$ cat src/sv/assert_macros.svh
// Assertion macros for the batch packer RTL.
`ifndef ASSERT_MACROS_SVH
`define ASSERT_MACROS_SVH

// Clocked assertion that is switched off while reset is held.
`define DBPRR_ASSERT(name, prop, msg) \
  name: assert property (@(posedge clk_i) disable iff (!rst_ni) prop) else $error(msg);

// Clocked assertion that also holds during reset.
`define DBPRR_ASSERT_ALWAYS(name, prop, msg) \
  name: assert property (@(posedge clk_i) prop) else $error(msg);

`endif

$ cat src/sv/dbprr_pkg.sv
// Shared types and constants of the round-robin batch packer.
`default_nettype none

package dbprr_pkg;

  // Kind of a result item.
  typedef enum logic [1:0] {
    KindBatch = 2'd0,
    KindError = 2'd1,
    KindDone  = 2'd2
  } item_kind_e;

  // Configuration register indexes.
  localparam logic [1:0] RegMaxBatchCost    = 2'd0;
  localparam logic [1:0] RegPartitionCount  = 2'd1;
  localparam logic [1:0] RegPartitionNumber = 2'd2;
  localparam logic [1:0] RegAllowPartial    = 2'd3;

  // Reset values of the configuration registers.
  localparam logic [31:0] MaxBatchCostReset   = 32'd4096;
  localparam logic [10:0] PartitionCountReset = 11'd1;

  // Most results one sample can cause.
  localparam int ResultSlots = 3;

  // One result item.
  typedef struct packed {
    item_kind_e  kind;
    logic [31:0] start;
    logic [31:0] count;
  } result_t;

  // Write of one sample's results into the output buffer.
  typedef struct packed {
    logic       valid;
    logic [1:0] cnt;
  } buf_wr_t;

endpackage

`default_nettype wire

$ cat src/sv/dynamic_batch_packer_round_robin_top.sv
// A sample is registered in the input register, then its results in the output buffer.
// One sample per cycle while the output buffer is free; k results hold it until all are taken.
// The per-sample path is one max, one 32x16 multiply and a compare into the run state.
// Samples that cause no result pass even while the output buffer is full.
// Reset loads the configuration defaults and clears the run state and both buffers.
`default_nettype none

module dynamic_batch_packer_round_robin_top #(
  parameter int IndexWidth    = 32,
  parameter int MaxPartitions = 1024
) (
  input  wire logic        clk_i,
  input  wire logic        rst_ni,
  // Configuration write channel.
  input  wire logic        cfg_valid_i,
  output logic             cfg_ready_o,
  input  wire logic [1:0]  cfg_index_i,
  input  wire logic [31:0] cfg_data_i,
  // Sample stream.
  input  wire logic        s_axis_tvalid,
  output logic             s_axis_tready,
  input  wire logic [15:0] s_axis_tdata,   // [15:0] sample_length
  input  wire logic        s_axis_tlast,   // final_sample
  // Result stream.
  output logic             m_axis_tvalid,
  input  wire logic        m_axis_tready,
  output logic [63:0]      m_axis_tdata,   // [31:0] batch_start, [63:32] batch_count
  output logic [1:0]       m_axis_tuser,   // [1:0] item_kind
  output logic             m_axis_tlast    // last_of_step
);

  localparam int SumW = (IndexWidth + 1 > 33) ? IndexWidth + 1 : 33;
  localparam logic [31:0] MaxPartW = 32'(MaxPartitions);

  typedef struct packed {
    logic [10:0]           rp;
    logic                  hv;
    logic [IndexWidth-1:0] hs;
    logic [IndexWidth-1:0] hl;
    logic                  emit;
  } round_t;

  // Close one batch: take it if it falls in this slot, emit the held batch at round end.
  function automatic round_t close_batch(round_t cur, logic [IndexWidth-1:0] start,
                                         logic [IndexWidth-1:0] blen, logic [10:0] eff,
                                         logic [9:0] pnum);
    round_t     r;
    logic [11:0] inc;
    r      = cur;
    r.emit = 1'b0;
    if (r.rp == {1'b0, pnum}) begin
      r.hv = 1'b1;
      r.hs = start;
      r.hl = blen;
    end
    inc = {1'b0, r.rp} + 12'd1;
    if (inc >= {1'b0, eff}) begin
      r.emit = r.hv;
      r.hv   = 1'b0;
      r.rp   = 11'd0;
    end else begin
      r.rp = inc[10:0];
    end
    return r;
  endfunction

  // Configuration registers.
  logic [31:0] cost_q;
  logic [10:0] pcount_q;
  logic [9:0]  pnum_q;
  logic        partial_q;

  // Input register.
  logic        in_valid_q;
  logic [15:0] len_q;
  logic        fin_q;

  // Run state.
  logic [IndexWidth-1:0] cnt_q, cnt_d;
  logic [IndexWidth-1:0] open_start_q, open_start_d;
  logic [IndexWidth-1:0] open_len_q, open_len_d;
  logic [15:0]           open_max_q, open_max_d;
  logic [10:0]           round_pos_q, round_pos_d;
  logic                  held_valid_q, held_valid_d;
  logic [IndexWidth-1:0] held_start_q, held_start_d;
  logic [IndexWidth-1:0] held_len_q, held_len_d;
  logic                  errored_q, errored_d;

  // Per-sample datapath.
  logic [10:0]           eff_count;
  logic                  oversize;
  logic [15:0]           nmax;
  logic [SumW-1:0]       sum_ext;
  logic                  over_cnt;
  logic [47:0]           prod;
  logic                  exceed;
  logic [IndexWidth-1:0] ns, nl;
  logic [15:0]           nm;
  round_t                r_cur, r_a, r_b;
  logic                  emit_b;
  logic [1:0]            n_res;
  dbprr_pkg::result_t [dbprr_pkg::ResultSlots-1:0] res;
  logic                  advance;
  logic                  buf_free;
  dbprr_pkg::buf_wr_t    buf_wr;
  dbprr_pkg::result_t    out_res;

  // Configuration writes are always taken.
  assign cfg_ready_o = 1'b1;

  always_ff @(posedge clk_i or negedge rst_ni) begin
    if (!rst_ni) begin
      cost_q    <= dbprr_pkg::MaxBatchCostReset;
      pcount_q  <= dbprr_pkg::PartitionCountReset;
      pnum_q    <= 10'd0;
      partial_q <= 1'b0;
    end else if (cfg_valid_i) begin
      case (cfg_index_i)
        dbprr_pkg::RegMaxBatchCost:    cost_q    <= cfg_data_i;
        dbprr_pkg::RegPartitionCount:  pcount_q  <= cfg_data_i[10:0];
        dbprr_pkg::RegPartitionNumber: pnum_q    <= cfg_data_i[9:0];
        dbprr_pkg::RegAllowPartial:    partial_q <= cfg_data_i[0];
        default: ;
      endcase
    end
  end

  // Effective partition count: zero counts as one, clamp at the partition limit.
  always_comb begin
    if (pcount_q == 11'd0) begin
      eff_count = 11'd1;
    end else if (32'(pcount_q) > MaxPartW) begin
      eff_count = 11'(MaxPartitions);
    end else begin
      eff_count = pcount_q;
    end
  end

  // Batch cost test for the sample joining the open batch.
  assign oversize = (32'(len_q) > cost_q);
  assign nmax     = (len_q > open_max_q) ? len_q : open_max_q;
  assign sum_ext  = SumW'(open_len_q) + SumW'(1);
  assign over_cnt = (sum_ext > SumW'(cost_q));
  assign prod     = 48'(sum_ext[31:0]) * 48'(nmax);
  assign exceed   = (nmax != 16'd0) && (over_cnt || (prod > 48'(cost_q)));

  // Next run state and the results of the registered sample.
  always_comb begin
    cnt_d        = cnt_q;
    open_start_d = open_start_q;
    open_len_d   = open_len_q;
    open_max_d   = open_max_q;
    round_pos_d  = round_pos_q;
    held_valid_d = held_valid_q;
    held_start_d = held_start_q;
    held_len_d   = held_len_q;
    errored_d    = errored_q;
    res          = '0;
    n_res        = 2'd0;
    ns           = open_start_q;
    nl           = open_len_q;
    nm           = open_max_q;
    emit_b       = 1'b0;

    r_cur.rp   = round_pos_q;
    r_cur.hv   = held_valid_q;
    r_cur.hs   = held_start_q;
    r_cur.hl   = held_len_q;
    r_cur.emit = 1'b0;
    r_a        = r_cur;
    r_b        = r_cur;

    if (errored_q) begin
      // Rest of a failed run: drop samples up to the final one.
      if (fin_q) begin
        errored_d = 1'b0;
      end
    end else if (oversize) begin
      res[0].kind  = dbprr_pkg::KindError;
      res[0].start = 32'(cnt_q);
      res[0].count = 32'd0;
      n_res        = 2'd1;
      errored_d    = !fin_q;
    end else begin
      // Join the open batch or start a new one.
      if (open_len_q == '0) begin
        ns = cnt_q;
        nl = IndexWidth'(1);
        nm = len_q;
      end else if (exceed) begin
        r_a = close_batch(r_cur, open_start_q, open_len_q, eff_count, pnum_q);
        ns  = cnt_q;
        nl  = IndexWidth'(1);
        nm  = len_q;
      end else begin
        nl = (open_len_q != '1) ? open_len_q + IndexWidth'(1) : open_len_q;
        nm = nmax;
      end

      if (r_a.emit) begin
        res[0].kind  = dbprr_pkg::KindBatch;
        res[0].start = 32'(r_a.hs);
        res[0].count = 32'(r_a.hl);
        n_res        = 2'd1;
      end

      open_start_d = ns;
      open_len_d   = nl;
      open_max_d   = nm;
      round_pos_d  = r_a.rp;
      held_valid_d = r_a.hv;
      held_start_d = r_a.hs;
      held_len_d   = r_a.hl;
      cnt_d        = cnt_q + IndexWidth'(1);

      // Final sample: close the open batch, flush a partial round, then done.
      if (fin_q) begin
        r_b    = close_batch(r_a, ns, nl, eff_count, pnum_q);
        emit_b = r_b.emit || ((r_b.rp != 11'd0) && partial_q && r_b.hv);
        if (emit_b) begin
          res[n_res].kind  = dbprr_pkg::KindBatch;
          res[n_res].start = 32'(r_b.hs);
          res[n_res].count = 32'(r_b.hl);
          n_res            = n_res + 2'd1;
        end
        res[n_res].kind  = dbprr_pkg::KindDone;
        res[n_res].start = 32'd0;
        res[n_res].count = 32'd0;
        n_res            = n_res + 2'd1;
      end
    end

    // Any final sample ends the run.
    if (fin_q) begin
      cnt_d        = '0;
      open_start_d = '0;
      open_len_d   = '0;
      open_max_d   = 16'd0;
      round_pos_d  = 11'd0;
      held_valid_d = 1'b0;
      held_start_d = '0;
      held_len_d   = '0;
      errored_d    = 1'b0;
    end
  end

  // A sample advances when its results fit in the output buffer.
  assign advance       = in_valid_q && (buf_free || (n_res == 2'd0));
  assign s_axis_tready = !in_valid_q || advance;
  assign buf_wr.valid  = advance && (n_res != 2'd0);
  assign buf_wr.cnt    = n_res;

  // Input register.
  always_ff @(posedge clk_i or negedge rst_ni) begin
    if (!rst_ni) begin
      in_valid_q <= 1'b0;
      len_q      <= 16'd0;
      fin_q      <= 1'b0;
    end else if (s_axis_tvalid && s_axis_tready) begin
      in_valid_q <= 1'b1;
      len_q      <= s_axis_tdata;
      fin_q      <= s_axis_tlast;
    end else if (advance) begin
      in_valid_q <= 1'b0;
    end
  end

  // Run state update.
  always_ff @(posedge clk_i or negedge rst_ni) begin
    if (!rst_ni) begin
      cnt_q        <= '0;
      open_start_q <= '0;
      open_len_q   <= '0;
      open_max_q   <= 16'd0;
      round_pos_q  <= 11'd0;
      held_valid_q <= 1'b0;
      held_start_q <= '0;
      held_len_q   <= '0;
      errored_q    <= 1'b0;
    end else if (advance) begin
      cnt_q        <= cnt_d;
      open_start_q <= open_start_d;
      open_len_q   <= open_len_d;
      open_max_q   <= open_max_d;
      round_pos_q  <= round_pos_d;
      held_valid_q <= held_valid_d;
      held_start_q <= held_start_d;
      held_len_q   <= held_len_d;
      errored_q    <= errored_d;
    end
  end

  // Output buffer.
  dbprr_outbuf u_outbuf (
    .clk_i       (clk_i),
    .rst_ni      (rst_ni),
    .wr_i        (buf_wr),
    .res_i       (res),
    .free_o      (buf_free),
    .out_valid_o (m_axis_tvalid),
    .out_ready_i (m_axis_tready),
    .out_res_o   (out_res),
    .out_last_o  (m_axis_tlast)
  );

  assign m_axis_tdata = {out_res.count, out_res.start};
  assign m_axis_tuser = out_res.kind;

endmodule

`default_nettype wire

$ cat src/sv/dbprr_outbuf.sv
// Output buffer that holds the results of one sample and drains them one per cycle while out_ready_i is high.
`default_nettype none

`include "assert_macros.svh"

module dbprr_outbuf (
  input  wire logic                                       clk_i,
  input  wire logic                                       rst_ni,
  input  wire dbprr_pkg::buf_wr_t                         wr_i,
  input  wire dbprr_pkg::result_t [dbprr_pkg::ResultSlots-1:0] res_i,
  output logic                                            free_o,
  output logic                                            out_valid_o,
  input  wire logic                                       out_ready_i,
  output dbprr_pkg::result_t                              out_res_o,
  output logic                                            out_last_o
);

  logic                                               occ_q;
  logic [1:0]                                         cnt_q;
  logic [1:0]                                         ptr_q;
  dbprr_pkg::result_t [dbprr_pkg::ResultSlots-1:0]    slot_q;
  logic                                               take;
  logic                                               last;

  // Current result and whether it closes the sample's group.
  assign last        = (ptr_q == (cnt_q - 2'd1));
  assign take        = occ_q && out_ready_i;
  assign free_o      = !occ_q || (take && last);
  assign out_valid_o = occ_q;
  assign out_last_o  = last;
  assign out_res_o   = slot_q[ptr_q];

  // Control: load a new group or step through the held one.
  always_ff @(posedge clk_i or negedge rst_ni) begin
    if (!rst_ni) begin
      occ_q <= 1'b0;
      cnt_q <= 2'd0;
      ptr_q <= 2'd0;
    end else if (wr_i.valid) begin
      occ_q <= 1'b1;
      cnt_q <= wr_i.cnt;
      ptr_q <= 2'd0;
    end else if (take) begin
      if (last) begin
        occ_q <= 1'b0;
      end else begin
        ptr_q <= ptr_q + 2'd1;
      end
    end
  end

  // Result payload.
  always_ff @(posedge clk_i) begin
    if (wr_i.valid) begin
      slot_q <= res_i;
    end
  end

  `DBPRR_ASSERT(a_wr_only_when_free, wr_i.valid |-> free_o, "write into a busy output buffer")
  `DBPRR_ASSERT(a_wr_count_nonzero, wr_i.valid |-> (wr_i.cnt != 2'd0), "empty result group written")
  `DBPRR_ASSERT(a_ptr_in_range, occ_q |-> (ptr_q < cnt_q), "read pointer past the held results")
  `DBPRR_ASSERT(a_drain_empties, (take && last && !wr_i.valid) |=> !occ_q, "buffer still full after last transfer")

endmodule

`default_nettype wire

$ cat config.mk
export PLATFORM = sky130hd
export DESIGN_NAME = dynamic_batch_packer_round_robin_top
export DESIGN_NICKNAME = d
export VERILOG_FILES = /design/src/sv/dbprr_pkg.sv /design/src/sv/dynamic_batch_packer_round_robin_top.sv /design/src/sv/dbprr_outbuf.sv
export VERILOG_INCLUDE_DIRS = /design/src /design/src/sv
export SDC_FILE = /design/constraint.sdc
export NUM_CORES = 2
export LEC_CHECK = 0
export BUFFER_PORTS_ARGS = -buffer_cell sky130_fd_sc_hd__buf_2
export CAP_MARGIN = 20
export CORE_MARGIN = 2
export CORE_UTILIZATION = 60
export DETAILED_ROUTE_END_ITERATION = 12
export PLACE_DENSITY = 0.83
export SKIP_LAST_GASP = 1
export SYNTH_ARGS = -nofsm -noshare
export SYNTH_HDL_FRONTEND = slang
export SYNTH_SLANG_ARGS = --single-unit
$ cat constraint.sdc
create_clock -name clk_i -period 51.9 [get_ports clk_i]
set_clock_uncertainty 0.15 [all_clocks]
set_input_delay 7.785 -clock clk_i [delete_from_list [all_inputs] [get_ports clk_i]]
set_output_delay 7.785 -clock clk_i [all_outputs]
set_load 0.05 [all_outputs]
**Word-level counts from Yosys, hierarchy flattened**

Index checks and enable logic that the tools add are counted.

- Add/subtract/negate cells: 9
- $mul: 1
- Order comparisons: 12
- Equality and inequality tests: 10
- Multiplexer cells: 108
- Bitwise logic cells: 1
- Reductions and logical operators: 37

Operators by type and width:

| cell | count |
|---|---|
| $bwmux 198 | 6 |
| $demux 66 s2 | 6 |
| $mux 198 | 4 |
| $mux 32 | 22 |
| $mux 66 | 6 |
| $mux 65 | 6 |
| $mux 77 | 4 |
| $mux 64 | 3 |
| $bmux 66 s2 | 1 |
| $mux 11 | 10 |
| $mux 16 | 6 |
| $add 32x1->32 const B | 2 |
| $gt 48x32->1 | 1 |
| $mul 32x16->48 | 1 |
| $add 32x1->33 const B | 1 |
| $gt 33x32->1 | 1 |
| $gt 16x32->1 | 1 |
| $logic_not 32->1 | 1 |
| $ne 32x32->1 const B | 1 |
| $add 11x1->12 const B | 2 |
| $ge 12x11->1 | 2 |
| $mux 2 | 12 |
| $eq 11x10->1 | 2 |
| $mux 1 | 22 |
| 23 further kinds | 55 |

- Bits in registers: 464
- Output and inout port bits: 70
- Word-level logic and storage cells: 207

**Longest topological paths before layout**

- Depth after elaboration: 35
- Mapped depth: 75
- Gate-level depth less buffers: 67

**Hierarchy**

A second synthesis with hierarchy kept.

- Cell total of the unflattened synthesis: 4,608
- Area total of the unflattened synthesis: 42,729.7 sq um

By module, submodules not included:

| module | instances | cells an instance | area an instance (sq um) | sequential area each (sq um) |
|---|---|---|---|---|
| dynamic_batch_packer_round_robin_top | 1 | 4,164 | 35,165.0 | 6,533.8 |
| dbprr_outbuf | 1 | 444 | 7,564.8 | 6,070.8 |

**Least setup slack after synthesis**

OpenSTA, ideal clock, no wires.

- Kind: register to output
- Start point: register len_q[3]
- End point: output port s_axis_tready
- Arrival time: 15.444 ns
- Path slack: 28.521 ns
- Cell stages (with the launch flop): 69
- Path buffers: 6
- Path through: dfrtp_1 ha_1 a21o_1 a21oi_1 o221ai_1 a311oi_1 o21ai_0 nand2_1 clkbuf_1 clkbuf_1 mux2i_1 clkbuf_1 nor2_1 fa_1 inv_1 fa_1 fa_1 fa_1 [... 33 more ...] a21o_1 a21o_1 a21o_1 a21o_1 a2111oi_0 o21ai_0 a2111oi_0 mux2i_1 a311oi_1 nand4b_1 nor3b_2 clkbuf_1 inv_1 ha_1 a21oi_1 a311oi_4 nor2_1 nand4_1

- Word-level cells in the longest chain between the ends: 33
- Elaborated cells on any way between the ends: 51
- Those cells by class: 3 x add/sub; 1 x mul; 4 x order compare; 1 x eq/ne; 31 x mux; 11 x reduce/logical

RTL lines:

| what | line | RTL |
|---|---|---|
| start: declaration | dynamic_batch_packer_round_robin_top.sv:75 | `logic [15:0] len_q;` |
| start signal: assignment | dynamic_batch_packer_round_robin_top.sv:261 | `len_q <= s_axis_tdata;` |
| branches (longest 27 deep; another with $mul 32x16->48) | n/a |  |
| $mux 2 * | dynamic_batch_packer_round_robin_top.sv:178 | `end else if (oversize) begin` |
| $mux 2 * | dynamic_batch_packer_round_robin_top.sv:173 | `if (errored_q) begin` |
| $logic_not 2->1 * | dynamic_batch_packer_round_robin_top.sv:248 | `assign advance = in_valid_q && (buf_free \|\| (n_res == 2'd0));` |
| $logic_or 1x1->1 * | dynamic_batch_packer_round_robin_top.sv:248 |  |
| $logic_and 1x1->1 * | dynamic_batch_packer_round_robin_top.sv:248 |  |
| $logic_or 1x1->1 * | dynamic_batch_packer_round_robin_top.sv:249 | `assign s_axis_tready = !in_valid_q \|\| advance;` |
| end: declaration | dynamic_batch_packer_round_robin_top.sv:21 | `output logic s_axis_tready,` |

Every way passes the cells marked *. The select of a mux whose other input is x is not followed.

**Final worst setup path**

- Start point: register open_len_q[0]
- End point: output port s_axis_tready

- Word-level cells in the longest chain between the ends: 32
- Elaborated cells on any way between the ends: 50
- Those cells by class: 4 x add/sub; 1 x mul; 3 x order compare; 1 x eq/ne; 30 x mux; 11 x reduce/logical

RTL lines:

| what | line | RTL |
|---|---|---|
| start: declaration | dynamic_batch_packer_round_robin_top.sv:81 | `logic [IndexWidth-1:0] open_len_q, open_len_d;` |
| start signal: assignment | dynamic_batch_packer_round_robin_top.sv:283 | `open_len_q <= open_len_d;` |
| $add 32x1->33 | dynamic_batch_packer_round_robin_top.sv:142 | `assign sum_ext = SumW'(open_len_q) + SumW'(1);` |
| $mul 32x16->48 | dynamic_batch_packer_round_robin_top.sv:144 | `assign prod = 48'(sum_ext[31:0]) * 48'(nmax);` |
| $gt 48x32->1 | dynamic_batch_packer_round_robin_top.sv:145 | `assign exceed = (nmax != 16'd0) && (over_cnt \|\| (prod > 48'(cost_q)));` |
| $logic_or 1x1->1 | dynamic_batch_packer_round_robin_top.sv:145 |  |
| $logic_and 1x1->1 | dynamic_batch_packer_round_robin_top.sv:145 |  |
| $mux 77 | dynamic_batch_packer_round_robin_top.sv:190 | `end else if (exceed) begin` |
| $mux 77 * | dynamic_batch_packer_round_robin_top.sv:186 | `if (open_len_q == '0) begin` |
| $mux 77 * | dynamic_batch_packer_round_robin_top.sv:178 |  |
| $mux 77 * | dynamic_batch_packer_round_robin_top.sv:173 |  |
| branches (longest 16 deep; another with $add 11x1->12) | n/a |  |
| $mux 2 * | dynamic_batch_packer_round_robin_top.sv:217 | `if (fin_q) begin` |
| $mux 2 * | dynamic_batch_packer_round_robin_top.sv:178 |  |
| $mux 2 * | dynamic_batch_packer_round_robin_top.sv:173 |  |
| $logic_not 2->1 * | dynamic_batch_packer_round_robin_top.sv:248 |  |
| $logic_or 1x1->1 * | dynamic_batch_packer_round_robin_top.sv:248 |  |
| $logic_and 1x1->1 * | dynamic_batch_packer_round_robin_top.sv:248 |  |
| $logic_or 1x1->1 * | dynamic_batch_packer_round_robin_top.sv:249 |  |

Marks and branches as above.

==> results_dict.tcl <==
set metrics [dict create \
    max_freq_mhz 37.24 \
    track_usage 0.3429 \
    arrival_ns 18.92 \
    regToRegStartpoint "open_len_q[0]$_DFFE_PN0P_" \
    design_area_mm2 0.04347 \
    p_leak_nw 19.96 \
    drtAntennaViolNets 0 \
    slowest_stage "dfrtp_1" \
    antenna_found_initial 4 \
    async_flop_share 0.6683 \
    worstPathRequired_ns 43.97 \
    cap_violations 0 \
    worstRegToRegCells 66 \
    worstMarginPinSlew_ns 1.137 \
    finalSetupViolations 0 \
    fin_crit_sh 0.5174 \
    hp-start "held_len_q[22]$_DFFE_PN0P_" \
    yosysUniqueCellTypes 98 \
    fin_crit_ns 26.85 \
    grt_max_degree 224 \
    yosysTopAreaCell "fa_1" \
    io_pins 126 \
    io_buffers 124 \
    hold_end "held_len_q[22]$_DFFE_PN0P_" \
    cp_slowest_stage_delay_ns 0.78 \
    outcome "complete, no violations" \
    grt_pass1_wl_um 188900 \
    chipWidth_um 264.2 \
    synth_top_area_frac 0.2060 \
    fp.dieArea_mm2 0.06981 \
    cts_made_buffers 45 \
    ys.flop_type "dfrtp_1" \
    gr-total-overflow 0 \
    wl_per_cell_um 22.00 \
    dp_hpwl_um 88650 \
    syn2layout_area_growth_pct 6.984 \
    clockRootBuffer "clkbuf_16" \
    cts_hold_repair.buffers 0 \
    fillers 5303 \
    routed_wl_um 117900 \
    h-tree-depth 2 \
    drt_iter0_markers 3522 \
    power_density_mw_per_mm2 39.55 \
    vdd_ir_drop_max_v 0.00004645 \
    drt_pass1_iterations 6 \
    die_y_um 264.2 \
    drive_above_1_share 0.09190 \
    dr_total_vias 33410 \
    drcViolationCount 0 \
    layout.cells.non_filler 5359 \
    coreArea_mm2 0.06716 \
    path_max_fanout 35 \
    synth.avg_cell_area_um2 9.134 \
    post_cts_buffers 0 \
    place_inst 5271 \
    synth_edf_count 132 \
    rsz0062_at_grt "no" \
    nets 5166 \
    end_kind "output pin" \
    holdPathStages 2 \
    avgViaCountPerCell 6.234 \
    clock_latency_ns 0.60 \
    synthCells 4448 \
    gp_congestion 0.9875 \
    rows 95 \
    start_util 0.6050 \
    rrSetupSlack_ns 31.78 \
    clk_pin_slew_ns 0.06 \
    netlist_area_mm2 0.04063 \
    post_dp_cell_area_mm2 0.04190 \
    slew_violations 0 \
    grt_pass1_vias 33720 \
    yosys-top-cells-area "fa_1 21%, dfrtp_1 16%, edfxtp_1 9.8%" \
    final.setup.tns_ns 0 \
    cts_resized 0 \
    cts_sinks 398 \
    clock_path_buffers 3 \
    finalHoldViolCount 0 \
    cts_tree "built" \
    crit_type "flop to output pin" \
    critPathLaunchType "flop" \
    hp-class "flop to flop" \
    ys.warnings.count 0 \
    slew_headroom 0.2417 \
    ys_ff_latch 398 \
    r2r-end "u_outbuf.slot_q[20]$_SDFFCE_PP0P_" \
    ys_seq_area_frac 0.2614 \
]
-- metal layers --
metal  track usage  routed length [um]  vias up
met4        0.1594                5884        2
met2        0.5423               54230     1802
li1              -                   -    14860
met1        0.4570               46280    16380
met3       0.06916               11490      373
met5             0                  20        -
-- final cells by class --
class / count / area (um^2) / area share
diodes: 3 / 7.507 / 0.0001727
clock buffers: 57 / 1222 / 0.02812
clock inverters: 27 / 331.6 / 0.007628
inverters: 575 / 2158 / 0.04965
multi-input cells: 3245 / 26950 / 0.6199
flip-flops and latches: 398 / 10630 / 0.2446
well taps: 873 / 1092 / 0.02513
repair buffers: 181 / 1079 / 0.02481
-- registers in the layout (all words and copies together), names as in the netlist, 2 cells and up --
register / flops
open_start_q: 32
cost_q: 32
round_pos_q: 11
pcount_q: 11
open_max_q: 16
open_len_q: 32
len_q: 16
held_len_q: 32
u_outbuf.ptr_q: 2
pnum_q: 10
u_outbuf.slot_q: 132
u_outbuf.cnt_q: 2
held_start_q: 32
cnt_q: 32
-- cell families (layout without fill, tap and decap cells) --
kind of cell / count (synthesis) / count (layout) / share of synthesized area
muxes: 297 / 297 / 0.07662
buffers and inverters: 835 / 840 / 0.07985
xor gates and xnor gates: 105 / 105 / 0.02263
AOI/OAI and AO/OA: 729 / 729 / 0.1208
and+or+nand+nor: 1418 / 1418 / 0.1567
adders and majority gates: 664 / 664 / 0.2817
other: 2 / 35 / 0.0001848
DFF: 398 / 398 / 0.2614
-- worst max-delay path, delay by kind of cell, from the launching register on --
kind	cells	cell delay, ns
DFF	1	0.78
buffers and inverters	10	1.87
AOI/OAI and AO/OA	22	5.61
xor gates and xnor gates	2	0.35
and+or+nand+nor	17	4.69
muxes	2	0.44
adders and majority gates	11	4.50
-- worst max path at each step --
stage	from	end	slack [ns]	depth (start not counted)
floorplan	len_q[3]$_DFFE_PN0P_	s_axis_tready	28.52	68
global placement	open_len_q[0]$_DFFE_PN0P_	s_axis_tready	26.65	57
global route	open_len_q[0]$_DFFE_PN0P_	s_axis_tready	23.60	64
detailed placement	open_len_q[0]$_DFFE_PN0P_	s_axis_tready	26.08	64
CTS	open_len_q[0]$_DFFE_PN0P_	s_axis_tready	25.44	64
finish	open_len_q[0]$_DFFE_PN0P_	s_axis_tready	25.05	64
-- cell usage in the layout (no fill, tap or decap), types with 75 or more instances in the layout --
cell	Yosys	final
edfxtp_1	132	132
mux2_2	80	80
o31ai_1	75	75
ha_1	246	246
fa_1	418	418
dfrtp_1	264	261
o21ai_0	160	160
nor2_1	385	382
a21oi_1	142	141
mux2i_1	209	206
buf_2	37	123
nand2_1	635	635
inv_1	566	566
-- metrics by stage --
stage               total power, W  setup slack [ns]    util  hold WS (ns)
detailed placement        0.001358             26.08  0.6239        0.3166
global route              0.001811             23.60  0.6471        0.3447
finish                    0.001719             25.05  0.6472        0.3288
floorplan                 0.001088             28.52       -        0.2983
global placement          0.001343             26.65  0.6237        0.3085
CTS                       0.001703             25.44  0.6470        0.3293
-- cells in the mapped netlist (20+ instances only) --
cell type	n
nor4_1	28
o211ai_1	20
nor3_1	42
buf_2	37
a22o_1	20
a21oi_1	142
and2_1	54
edfxtp_1	132
mux2i_1	209
a22oi_1	47
xor2_1	45
o21a_1	21
and3_1	59
o31ai_1	75
buf_1	20
nand4_1	56
clkbuf_1	191
inv_1	566
a21o_1	33
nor2_1	385
nand2_1	635
xnor2_1	60
nand3_1	59
o21ai_1	27
or3_1	21
fa_1	418
o21ai_0	160
dfrtp_1	264
ha_1	246
mux2_2	80
o22ai_1	37
-- report_power, final --
| part | total [W] | internal [W] | leakage [nW] | switching (W) |
|---|---|---|---|---|
| Sequential | 0.000418 | 0.000373 | 4.76 | 0.0000451 |
| Combinational | 0.000965 | 0.000282 | 14.4 | 0.000683 |
| Clock | 0.000336 | 0.000199 | 0.763 | 0.000138 |
| Total | 0.00172 | 0.000853 | 20.0 | 0.000866 |
Note: power is estimated with default switching activity, not from simulation.
